<file path="config.mk">
export PLATFORM = sky130hd
export DESIGN_NAME = integer_to_ascii_formatter
export DESIGN_NICKNAME = d
export VERILOG_FILES = /design/src/hdl/itaf_pkg.sv /design/src/hdl/itaf_dpath.sv /design/src/hdl/itaf_ctrl.sv /design/src/hdl/integer_to_ascii_formatter.sv
export VERILOG_INCLUDE_DIRS = /design/src /design/src/hdl
export SDC_FILE = /design/constraint.sdc
export NUM_CORES = 1
export LEC_CHECK = 0
export ABC_AREA = 1
export BUFFER_PORTS_ARGS = -buffer_cell sky130_fd_sc_hd__buf_2
export CAP_MARGIN = 20
export CELL_PAD_IN_SITES_DETAIL_PLACEMENT = 0
export CELL_PAD_IN_SITES_GLOBAL_PLACEMENT = 1
export CORE_MARGIN = 5
export CORE_UTILIZATION = 30
export CTS_BUF_LIST = sky130_fd_sc_hd__clkbuf_4 sky130_fd_sc_hd__clkbuf_8
export DETAILED_ROUTE_END_ITERATION = 16
export GPL_TIMING_DRIVEN = 0
export MAX_ROUTING_LAYER = met4
export PLACE_DENSITY = 0.56
export SLEW_MARGIN = 5
export SYNTH_ARGS = -nofsm -noshare
export SYNTH_HDL_FRONTEND = slang
export SYNTH_SLANG_ARGS = --single-unit
</file>
<file path="constraint.sdc">
create_clock -name i_clk -period 7.01 [get_ports i_clk]
set_clock_uncertainty 0.15 [all_clocks]
set_input_delay 0 -clock i_clk [delete_from_list [all_inputs] [get_ports i_clk]]
set_output_delay 0 -clock i_clk [all_outputs]
set_load 0.005 [all_outputs]
</file>
<file path="src/hdl/integer_to_ascii_formatter_macros.svh">
// Assertion macros for the integer to ASCII formatter.
// Used by the controller; needs i_clk and i_rst_n in the including scope.
`ifndef INTEGER_TO_ASCII_FORMATTER_MACROS_SVH
`define INTEGER_TO_ASCII_FORMATTER_MACROS_SVH

// same-cycle implication
`define ITAF_ASSERT_NOW(lbl, ante, cons, msg) \
    lbl: assert property (@(posedge i_clk) disable iff (!i_rst_n) \
        (ante) |-> (cons)) else $error(msg);

// next-cycle implication
`define ITAF_ASSERT_NEXT(lbl, ante, cons, msg) \
    lbl: assert property (@(posedge i_clk) disable iff (!i_rst_n) \
        (ante) |=> (cons)) else $error(msg);

`endif

</file>
<file path="src/hdl/itaf_pkg.sv">
// Shared types, constants and character tables of the integer to ASCII formatter.
// No dependencies.
package itaf_pkg;

    localparam int POINTER_BYTES = 8;
    localparam int PTR_NIB       = 2 * POINTER_BYTES;
    localparam int PTR_BITS      = 4 * PTR_NIB;
    localparam int DIG_N         = 20;
    localparam int DIG_W         = 4 * DIG_N;
    localparam int CNT_W         = $clog2(DIG_N + 1);
    localparam int BIN_W         = 64;
    localparam int STEP_W        = $clog2(BIN_W);
    localparam int BAD_LEN       = 10;
    localparam int BAD_W         = $clog2(BAD_LEN);

    localparam logic [2:0] CMD_SDEC = 3'd0;
    localparam logic [2:0] CMD_UDEC = 3'd1;
    localparam logic [2:0] CMD_HEX  = 3'd2;
    localparam logic [2:0] CMD_PTR  = 3'd3;

    localparam logic [7:0] CHR_MINUS = 8'h2d;
    localparam logic [7:0] CHR_HASH  = 8'h23;

    typedef enum logic [1:0] {KIND_DEC, KIND_HEX, KIND_BAD} t_kind;
    typedef enum logic [1:0] {EM_PFX, EM_DIG, EM_BAD} t_emit_sel;
    typedef enum logic [2:0] {
        ST_IDLE, ST_CONV, ST_SKIP, ST_PFX, ST_DIG, ST_BAD
    } t_state;

    typedef struct packed {
        logic      load;
        logic      conv;
        logic      skip;
        logic      emit;
        t_emit_sel sel;
    } t_cmd;

    typedef struct packed {
        t_kind kind;
        logic  conv_done;
        logic  skip_done;
        logic  has_pfx;
        logic  dig_last;
        logic  bad_last;
        logic  out_free;
    } t_sts;

    function automatic logic [7:0] hex_char(input logic [3:0] nib);
        logic [7:0] c;
        if (nib < 4'd10) begin
            c = 8'h30 + {4'b0, nib};
        end else begin
            c = 8'h57 + {4'b0, nib};
        end
        return c;
    endfunction

    function automatic logic [7:0] bad_char(input logic [BAD_W-1:0] idx);
        logic [7:0] c;
        unique case (idx)
            BAD_W'(0): c = 8'h3c;
            BAD_W'(1): c = 8'h62;
            BAD_W'(2): c = 8'h61;
            BAD_W'(3): c = 8'h64;
            BAD_W'(4): c = 8'h76;
            BAD_W'(5): c = 8'h61;
            BAD_W'(6): c = 8'h6c;
            BAD_W'(7): c = 8'h75;
            BAD_W'(8): c = 8'h65;
            BAD_W'(9): c = 8'h3e;
            default:   c = 8'h00;
        endcase
        return c;
    endfunction

endpackage

</file>
<file path="src/hdl/itaf_dpath.sv">
// Datapath: operand load, bit-serial binary to BCD, leading-digit skip,
// character selection and output register. Depends on itaf_pkg.
module itaf_dpath (
    input  logic                  i_clk,
    input  logic                  i_rst_n,
    input  logic [71:0]           s_axis_tdata,  // value[63:0], min_width[71:64]
    input  logic [4:0]            s_axis_tuser,  // command[2:0], wide[3], zero_fill[4]
    input  itaf_pkg::t_cmd        i_cmd,
    output itaf_pkg::t_sts        o_sts,
    output logic                  m_axis_tvalid,
    input  logic                  m_axis_tready,
    output logic [7:0]            m_axis_tdata,  // char_out[7:0]
    output logic                  m_axis_tlast
);

    logic [63:0] in_value;
    logic [7:0]  in_min_width;
    logic [2:0]  in_command;
    logic        in_wide;
    logic        in_zero_fill;
    logic [31:0] mag32;
    logic        neg;

    logic [itaf_pkg::BIN_W-1:0]  r_bin;
    logic [itaf_pkg::DIG_W-1:0]  r_dig;
    logic [itaf_pkg::STEP_W-1:0] r_step;
    logic [itaf_pkg::CNT_W-1:0]  r_cnt;
    logic [7:0]                  r_keep;
    logic                        r_has_pfx;
    logic [7:0]                  r_pfx;
    logic [itaf_pkg::BAD_W-1:0]  r_bad_idx;
    logic                        r_out_valid;
    logic [7:0]                  r_out_data;
    logic                        r_out_last;

    logic [itaf_pkg::DIG_W-1:0]  adj;
    logic                        skip_go;
    logic [7:0]                  n_char;
    logic                        n_last;
    itaf_pkg::t_kind             kind;

    assign in_value     = s_axis_tdata[63:0];
    assign in_min_width = s_axis_tdata[71:64];
    assign in_command   = s_axis_tuser[2:0];
    assign in_wide      = s_axis_tuser[3];
    assign in_zero_fill = s_axis_tuser[4];
    assign mag32        = ~in_value[31:0] + 32'd1;
    assign neg          = (in_command == itaf_pkg::CMD_SDEC) && !in_wide && in_value[31];

    always_comb begin
        priority if (in_command == itaf_pkg::CMD_SDEC || in_command == itaf_pkg::CMD_UDEC) begin
            kind = itaf_pkg::KIND_DEC;
        end else if (in_command == itaf_pkg::CMD_HEX || in_command == itaf_pkg::CMD_PTR) begin
            kind = itaf_pkg::KIND_HEX;
        end else begin
            kind = itaf_pkg::KIND_BAD;
        end
    end

    // add-3 correction on every BCD digit
    always_comb begin
        for (int i = 0; i < itaf_pkg::DIG_N; i++) begin
            adj[i*4 +: 4] = (r_dig[i*4 +: 4] >= 4'd5) ? r_dig[i*4 +: 4] + 4'd3
                                                      : r_dig[i*4 +: 4];
        end
    end

    assign skip_go = (r_dig[itaf_pkg::DIG_W-1 -: 4] == 4'd0)
                  && (r_cnt > itaf_pkg::CNT_W'(1))
                  && ({{(8-itaf_pkg::CNT_W){1'b0}}, r_cnt} > r_keep);

    always_comb begin
        unique case (i_cmd.sel)
            itaf_pkg::EM_PFX: begin
                n_char = r_pfx;
                n_last = 1'b0;
            end
            itaf_pkg::EM_DIG: begin
                n_char = itaf_pkg::hex_char(r_dig[itaf_pkg::DIG_W-1 -: 4]);
                n_last = (r_cnt == itaf_pkg::CNT_W'(1));
            end
            itaf_pkg::EM_BAD: begin
                n_char = itaf_pkg::bad_char(r_bad_idx);
                n_last = (r_bad_idx == itaf_pkg::BAD_W'(itaf_pkg::BAD_LEN - 1));
            end
            default: begin
                n_char = 8'h00;
                n_last = 1'b0;
            end
        endcase
    end

    always_ff @(posedge i_clk) begin
        if (i_cmd.load) begin
            r_step    <= '0;
            r_bad_idx <= '0;
            unique case (kind)
                itaf_pkg::KIND_DEC: begin
                    r_bin     <= neg ? {32'd0, mag32}
                               : (in_wide ? in_value : {32'd0, in_value[31:0]});
                    r_dig     <= '0;
                    r_cnt     <= itaf_pkg::CNT_W'(itaf_pkg::DIG_N);
                    r_keep    <= 8'd1;
                    r_has_pfx <= neg;
                    r_pfx     <= itaf_pkg::CHR_MINUS;
                end
                itaf_pkg::KIND_HEX: begin
                    if (in_command == itaf_pkg::CMD_PTR) begin
                        r_dig     <= {in_value[itaf_pkg::PTR_BITS-1:0],
                                      {(itaf_pkg::DIG_W-itaf_pkg::PTR_BITS){1'b0}}};
                        r_cnt     <= itaf_pkg::CNT_W'(itaf_pkg::PTR_NIB);
                        r_keep    <= 8'(itaf_pkg::POINTER_BYTES);
                        r_has_pfx <= 1'b1;
                    end else begin
                        r_dig     <= in_wide ? {in_value, 16'd0} : {in_value[31:0], 48'd0};
                        r_cnt     <= in_wide ? itaf_pkg::CNT_W'(16) : itaf_pkg::CNT_W'(8);
                        r_keep    <= in_zero_fill ? in_min_width : 8'd0;
                        r_has_pfx <= 1'b0;
                    end
                    r_pfx <= itaf_pkg::CHR_HASH;
                end
                default: begin
                    r_has_pfx <= 1'b0;
                end
            endcase
        end else if (i_cmd.conv) begin
            r_dig  <= {adj[itaf_pkg::DIG_W-2:0], r_bin[itaf_pkg::BIN_W-1]};
            r_bin  <= {r_bin[itaf_pkg::BIN_W-2:0], 1'b0};
            r_step <= r_step + itaf_pkg::STEP_W'(1);
        end else if (i_cmd.skip || (i_cmd.emit && i_cmd.sel == itaf_pkg::EM_DIG)) begin
            r_dig <= {r_dig[itaf_pkg::DIG_W-5:0], 4'd0};
            r_cnt <= r_cnt - itaf_pkg::CNT_W'(1);
        end else if (i_cmd.emit && i_cmd.sel == itaf_pkg::EM_BAD) begin
            r_bad_idx <= r_bad_idx + itaf_pkg::BAD_W'(1);
        end
    end

    always_ff @(posedge i_clk) begin
        if (!i_rst_n) begin
            r_out_valid <= 1'b0;
        end else if (i_cmd.emit) begin
            r_out_valid <= 1'b1;
        end else if (m_axis_tready) begin
            r_out_valid <= 1'b0;
        end
    end

    always_ff @(posedge i_clk) begin
        if (i_cmd.emit) begin
            r_out_data <= n_char;
            r_out_last <= n_last;
        end
    end

    assign o_sts.kind      = kind;
    assign o_sts.conv_done = (r_step == {itaf_pkg::STEP_W{1'b1}});
    assign o_sts.skip_done = !skip_go;
    assign o_sts.has_pfx   = r_has_pfx;
    assign o_sts.dig_last  = (r_cnt == itaf_pkg::CNT_W'(1));
    assign o_sts.bad_last  = (r_bad_idx == itaf_pkg::BAD_W'(itaf_pkg::BAD_LEN - 1));
    assign o_sts.out_free  = !r_out_valid || m_axis_tready;

    assign m_axis_tvalid = r_out_valid;
    assign m_axis_tdata  = r_out_data;
    assign m_axis_tlast  = r_out_last;

endmodule

</file>
<file path="src/hdl/itaf_ctrl.sv">
// Controller state machine: sequences load, conversion, digit skip and emission.
// Depends on itaf_pkg and integer_to_ascii_formatter_macros.svh.
`include "integer_to_ascii_formatter_macros.svh"

module itaf_ctrl (
    input  logic           i_clk,
    input  logic           i_rst_n,
    input  logic           s_axis_tvalid,
    output logic           s_axis_tready,
    input  itaf_pkg::t_sts i_sts,
    output itaf_pkg::t_cmd o_cmd
);

    itaf_pkg::t_state r_state;
    itaf_pkg::t_state n_state;

    always_ff @(posedge i_clk) begin
        if (!i_rst_n) begin
            r_state <= itaf_pkg::ST_IDLE;
        end else begin
            r_state <= n_state;
        end
    end

    always_comb begin
        n_state = r_state;
        unique case (r_state)
            itaf_pkg::ST_IDLE: begin
                if (s_axis_tvalid) begin
                    unique case (i_sts.kind)
                        itaf_pkg::KIND_DEC: n_state = itaf_pkg::ST_CONV;
                        itaf_pkg::KIND_HEX: n_state = itaf_pkg::ST_SKIP;
                        default:            n_state = itaf_pkg::ST_BAD;
                    endcase
                end
            end
            itaf_pkg::ST_CONV: begin
                if (i_sts.conv_done) n_state = itaf_pkg::ST_SKIP;
            end
            itaf_pkg::ST_SKIP: begin
                if (i_sts.skip_done) begin
                    n_state = i_sts.has_pfx ? itaf_pkg::ST_PFX : itaf_pkg::ST_DIG;
                end
            end
            itaf_pkg::ST_PFX: begin
                if (i_sts.out_free) n_state = itaf_pkg::ST_DIG;
            end
            itaf_pkg::ST_DIG: begin
                if (i_sts.out_free && i_sts.dig_last) n_state = itaf_pkg::ST_IDLE;
            end
            itaf_pkg::ST_BAD: begin
                if (i_sts.out_free && i_sts.bad_last) n_state = itaf_pkg::ST_IDLE;
            end
            default: n_state = itaf_pkg::ST_IDLE;
        endcase
    end

    always_comb begin
        s_axis_tready = (r_state == itaf_pkg::ST_IDLE);
        o_cmd.load    = (r_state == itaf_pkg::ST_IDLE) && s_axis_tvalid;
        o_cmd.conv    = (r_state == itaf_pkg::ST_CONV);
        o_cmd.skip    = (r_state == itaf_pkg::ST_SKIP) && !i_sts.skip_done;
        o_cmd.emit    = 1'b0;
        o_cmd.sel     = itaf_pkg::EM_DIG;
        unique case (r_state)
            itaf_pkg::ST_PFX: begin
                o_cmd.emit = i_sts.out_free;
                o_cmd.sel  = itaf_pkg::EM_PFX;
            end
            itaf_pkg::ST_DIG: begin
                o_cmd.emit = i_sts.out_free;
                o_cmd.sel  = itaf_pkg::EM_DIG;
            end
            itaf_pkg::ST_BAD: begin
                o_cmd.emit = i_sts.out_free;
                o_cmd.sel  = itaf_pkg::EM_BAD;
            end
            default: begin
                o_cmd.emit = 1'b0;
            end
        endcase
    end

    `ITAF_ASSERT_NEXT(a_load_leaves_idle, o_cmd.load, r_state != itaf_pkg::ST_IDLE,
                      "load did not leave idle")
    `ITAF_ASSERT_NEXT(a_conv_holds, (r_state == itaf_pkg::ST_CONV) && !i_sts.conv_done,
                      r_state == itaf_pkg::ST_CONV, "conversion cut short")
    `ITAF_ASSERT_NEXT(a_last_digit_ends,
                      o_cmd.emit && (o_cmd.sel == itaf_pkg::EM_DIG) && i_sts.dig_last,
                      r_state == itaf_pkg::ST_IDLE, "final digit did not end item")
    `ITAF_ASSERT_NOW(a_no_skip_emit, r_state == itaf_pkg::ST_SKIP,
                     !o_cmd.emit && !o_cmd.load, "skip overlaps emit or load")

endmodule

</file>
<file path="src/hdl/integer_to_ascii_formatter.sv">
// Top level of the integer to ASCII formatter.
// Depends on itaf_pkg, itaf_ctrl and itaf_dpath.
//
// Usage: one transaction on the s_axis side carries an integer and its format;
// the m_axis side returns its text one ASCII character per transaction, with
// tlast on the final character. Each item yields 1 to 20 characters.
// Per item: the accepting handshake loads the operand; decimal formats then run
// bit-serial binary-to-BCD over the whole 64-bit binary register (one operand
// bit per cycle through the BCD register); decimal and hex drop leading zero
// digits at one digit per cycle (up to 19); a minus sign or '#' is emitted
// next; then one character leaves per cycle while the receiver is ready.
// s_axis_tready is high only between items; the output register lets the next
// item load while the final character waits.
// A stalled receiver holds the current character and freezes emission.
// Reset (synchronous, active low) returns the controller to idle and empties
// the output register; no text in flight survives it.
module integer_to_ascii_formatter (
    input  logic        i_clk,
    input  logic        i_rst_n,
    input  logic        s_axis_tvalid,
    output logic        s_axis_tready,
    input  logic [71:0] s_axis_tdata,   // value[63:0], min_width[71:64]
    input  logic [4:0]  s_axis_tuser,   // command[2:0], wide[3], zero_fill[4]
    output logic        m_axis_tvalid,
    input  logic        m_axis_tready,
    output logic [7:0]  m_axis_tdata,   // char_out[7:0]
    output logic        m_axis_tlast    // last
);

    itaf_pkg::t_cmd cmd;
    itaf_pkg::t_sts sts;

    itaf_ctrl u_ctrl (
        .i_clk         (i_clk),
        .i_rst_n       (i_rst_n),
        .s_axis_tvalid (s_axis_tvalid),
        .s_axis_tready (s_axis_tready),
        .i_sts         (sts),
        .o_cmd         (cmd)
    );

    itaf_dpath u_dpath (
        .i_clk         (i_clk),
        .i_rst_n       (i_rst_n),
        .s_axis_tdata  (s_axis_tdata),
        .s_axis_tuser  (s_axis_tuser),
        .i_cmd         (cmd),
        .o_sts         (sts),
        .m_axis_tvalid (m_axis_tvalid),
        .m_axis_tready (m_axis_tready),
        .m_axis_tdata  (m_axis_tdata),
        .m_axis_tlast  (m_axis_tlast)
    );

endmodule
</file>
==> run summary <==
Outcome: finished, final reports clean
Max clock buf depth: 2
Net switching power: 2.75 mW
Final Hold Fails: 0
Worst Path Max Fanout: 8
Tot Pwr: 6.19 mW
Clock share of power: 0.129
Syn_nets: 1540
Initial Util: 0.304
Max Slew Vio Count: 0
Synthesized area per cell: 8.40 sq um
Crit Path Class: reg2reg
Clk sinks: 189
DRT Wirelength: 40.1 mm
Slowest stage delay, CP: 0.54 ns
Critical-path top delay cell: dlygate4sd3_1
Antenna violations before repair: 0
Yosys warnings: 0
Comb pwr share: 0.491
Worst slew margin: 0.297
Die ar.: 43300 sq um
CP Launch Type: flop
Core area: 38700 sq um
GR Overflow Total: 0
Multi-input logic area: 5320 sq um
CP endpoint: u_ctrl.r_state[2]$_SDFFE_PN0P_
CTS tree: done
Hold depth: 4
Core Rows: 72
Setup bufs post-CTS: 0
Worst path required time: 7.25 ns
Final number of setup-violating endpoints: 0
Clock slew seen by the registers of the worst setup and hold paths: 0.11 ns
Syn Inst Count: 1402
Post_cts resized: 0
Async S/R FF share, synth: 0
Non-filler cells in the finished layout: 2139
Switching portion of total power: 0.444
Vias in the first global route: 10.3k
Register bit total from synthesis: 189
Commonest cells after routing, fill and taps aside: nand2_1 (269), inv_1 (185), o21ai_0 (171), edfxtp_1 (168), nor2_1 (120)
I/O Buffers: 89
DRC: 0
Number of enable flip-flop cells after synthesis: 168
Mapped Area: 11800 sq um
Seq pwr share: 0.379
CTS Buf Count: 17
Fill cells: 4075
Power per standard cell area: 432 nW/um^2
Final period utilization: 0.439
CP bufs+invs: 3
Reg-to-reg startpoint: u_dpath.r_cnt[4]$_DFFE_PP_
ANT nets after route: 0
H-tree depth: 4
Netlist cell types: 43
Final #Nets: 1747
Most common cell after layout, fill and taps aside: nand2_1
Total Routing Usage GR: 0.189
Unrepaired setup endpoints after global routing: no
FF+latch area: 5470 sq um
Reg2Reg Depth: 12
Diode count: 0
Placed cell count: 2012
VDD IR max: 0.301 mV
CP top delay family: buffers and inverters
Vias: 10.5k
IO Pins: 92
Die Width: 208 microns
Worst setup path start: u_dpath.r_cnt[4]$_DFFE_PP_
Initial DRC count: 884
Slew @ Worst Pin: 1.06 ns
Minimum clock period: 3.08 ns
P&R area growth vs syn: 21.5%
Worst skew pair latency: 0.50 ns
Most used DFF post-synth: edfxtp_1
Worst Hold Slack: 0.149 ns
Reg2reg setup slack: 3.93 ns
P_int: 3.44 mW
Worst Hold Class: in2reg
HPWL after DPL: 30.1 mm
DR vias/cell: 4.91
First-pass GRT wire length: 61.8 mm
Max-cap viol count: 0
Clock Root Buffer: clkbuf_8
Chip Height: 208 microns
Largest net degree at the start of global routing: 54
RePlAce Congestion: 0.858
Arrival @ worst endpoint: 3.32 ns
CP endpoint kind: flop
FMAX: 325 MHz
CP dominant cell by count: nor2_1
WL/cell: 18.8 microns
Crit-path cells: ha_1, inv_1, nor2_1, nand3_1, o21ai_0, nor2_1, nand2_1, nand3_1, nand2_1, dlygate4sd3_1, nor2_1, dlygate4sd3_1
Leak: 6.10 nW
Stages on the worst setup path: 12
Layout cell share with drive strength beyond 1: 0.118
Seq/Total Area, Yosys: 0.464
Capture point of the worst reg-to-reg path: u_ctrl.r_state[2]$_SDFFE_PN0P_
1st-pass router iterations: 7
## per-stage QoR
step / setup TNS [ns] / area (sq um) / util / setup WS (ns)
6_report: 0 / 14300 / 0.370 / 3.93
5_1_grt: 0 / 14300 / 0.370 / 3.75
4_1_cts: 0 / 14300 / 0.370 / 3.88
3_5_place_dp: 0 / 13000 / 0.334 / 3.90
3_3_place_gp: -175.32 / 12900 / 0.332 / -2.74
2_1_floorplan: 0 / 11800 / - / 0.721
## final cells by class
type,count,area share
buffer,55,0.0191
clock buffer,17,0.0163
clock inverter,14,0.0117
inverter,194,0.0511
multi-input combinational,964,0.372
sequential,189,0.382
tap,518,0.0453
timing repair buffer,188,0.103
## metal layers
layer | part of all wire | track usage
met1 | 0.48 | 0.256
met2 | 0.47 | 0.307
met3 | 0.041 | 0.0261
met4 | 0.0099 | 0.0353
met5 | 0 | -
## cells by family after synthesis
family,synth area share
adder cells (fa/ha/maj),0.0606
buffers and inverters,0.0851
AND/OR/NAND/NOR,0.188
flip-flops,0.464
AO/OA/AOI/OAI,0.173
other,0.000318
XOR/XNOR,0.0290
## worst register-to-register path, delay by kind of cell (launching register included)
family | cells | cell delay, ns
fa+ha+maj | 1 | 0.31
buf+inv | 3 | 1.11
compound gates | 1 | 0.19
simple gates | 7 | 0.74
flops | 1 | 0.47
## power by group through the flow
stage | Combinational [mW] | Sequential (mW) | Clock (mW)
6_report | 3.04 | 2.35 | 0.800
5_1_grt | 3.46 | 2.40 | 0.865
4_1_cts | 3.08 | 2.34 | 0.820
3_5_place_dp | 2.99 | 2.36 | 0
3_3_place_gp | 2.91 | 2.47 | 0
2_1_floorplan | 2.03 | 2.34 | 0
## worst min-delay path by stage
stage | from | to | slack (ns)
floorplan | i_rst_n | u_dpath.m_axis_tvalid$_SDFFE_PN0P_ | -0.03
global placement | i_rst_n | u_dpath.m_axis_tvalid$_SDFFE_PN0P_ | 0.12
detailed placement | i_rst_n | u_dpath.m_axis_tvalid$_SDFFE_PN0P_ | 0.12
CTS | s_axis_tuser[3] | u_dpath.r_bin[34]$_DFFE_PP_ | 0.12
global route | s_axis_tuser[3] | u_dpath.r_bin[59]$_DFFE_PP_ | 0.16
finish | s_axis_tuser[3] | u_dpath.r_bin[34]$_DFFE_PP_ | 0.15
## flip-flops by register name, indices dropped and copies added, names as in the netlist, named ones only
name	count
u_ctrl.r_state	3
u_dpath.r_keep	8
u_dpath.m_axis_tdata	7
u_dpath.m_axis_tvalid	1
u_dpath.r_pfx	2
u_dpath.r_step	6
u_dpath.r_has_pfx	1
u_dpath.r_bin	64
u_dpath.r_cnt	5
u_dpath.r_bad_idx	4
u_dpath.m_axis_tlast	1
u_dpath.r_dig	80
## timing repair
| action | in CTS | in global routing |
|---|---|---|
| endpoints found under the setup margin | 0 | 0 |
| hold buffers | 96 | 0 |
| hold endpoints to repair | 154 | 0 |
## synth_stat cells, types with 2 or more instances
cell type	n	share of area
a32o_1	2	0.0017
o21ai_0	172	0.073
inv_1	186	0.059
nand3_1	92	0.039
buf_4	6	0.0038
o211ai_1	12	0.0076
o21ai_1	11	0.0047
buf_2	29	0.012
xor2_1	36	0.027
nand4_1	6	0.0032
clkbuf_1	19	0.0061
nand2_1	269	0.086
a21oi_1	79	0.034
nand3b_1	2	0.0013
o221ai_1	62	0.046
inv_2	7	0.0022
ha_1	57	0.061
nor2_1	120	0.038
o22ai_1	3	0.0016
xnor2_1	3	0.0022
nor3_1	5	0.0021
dfxtp_1	21	0.036
nor2_4	5	0.0048
edfxtp_1	168	0.43
nand2_2	5	0.0027
or2_2	8	0.0042
Power figures use the tool's default switching activity.
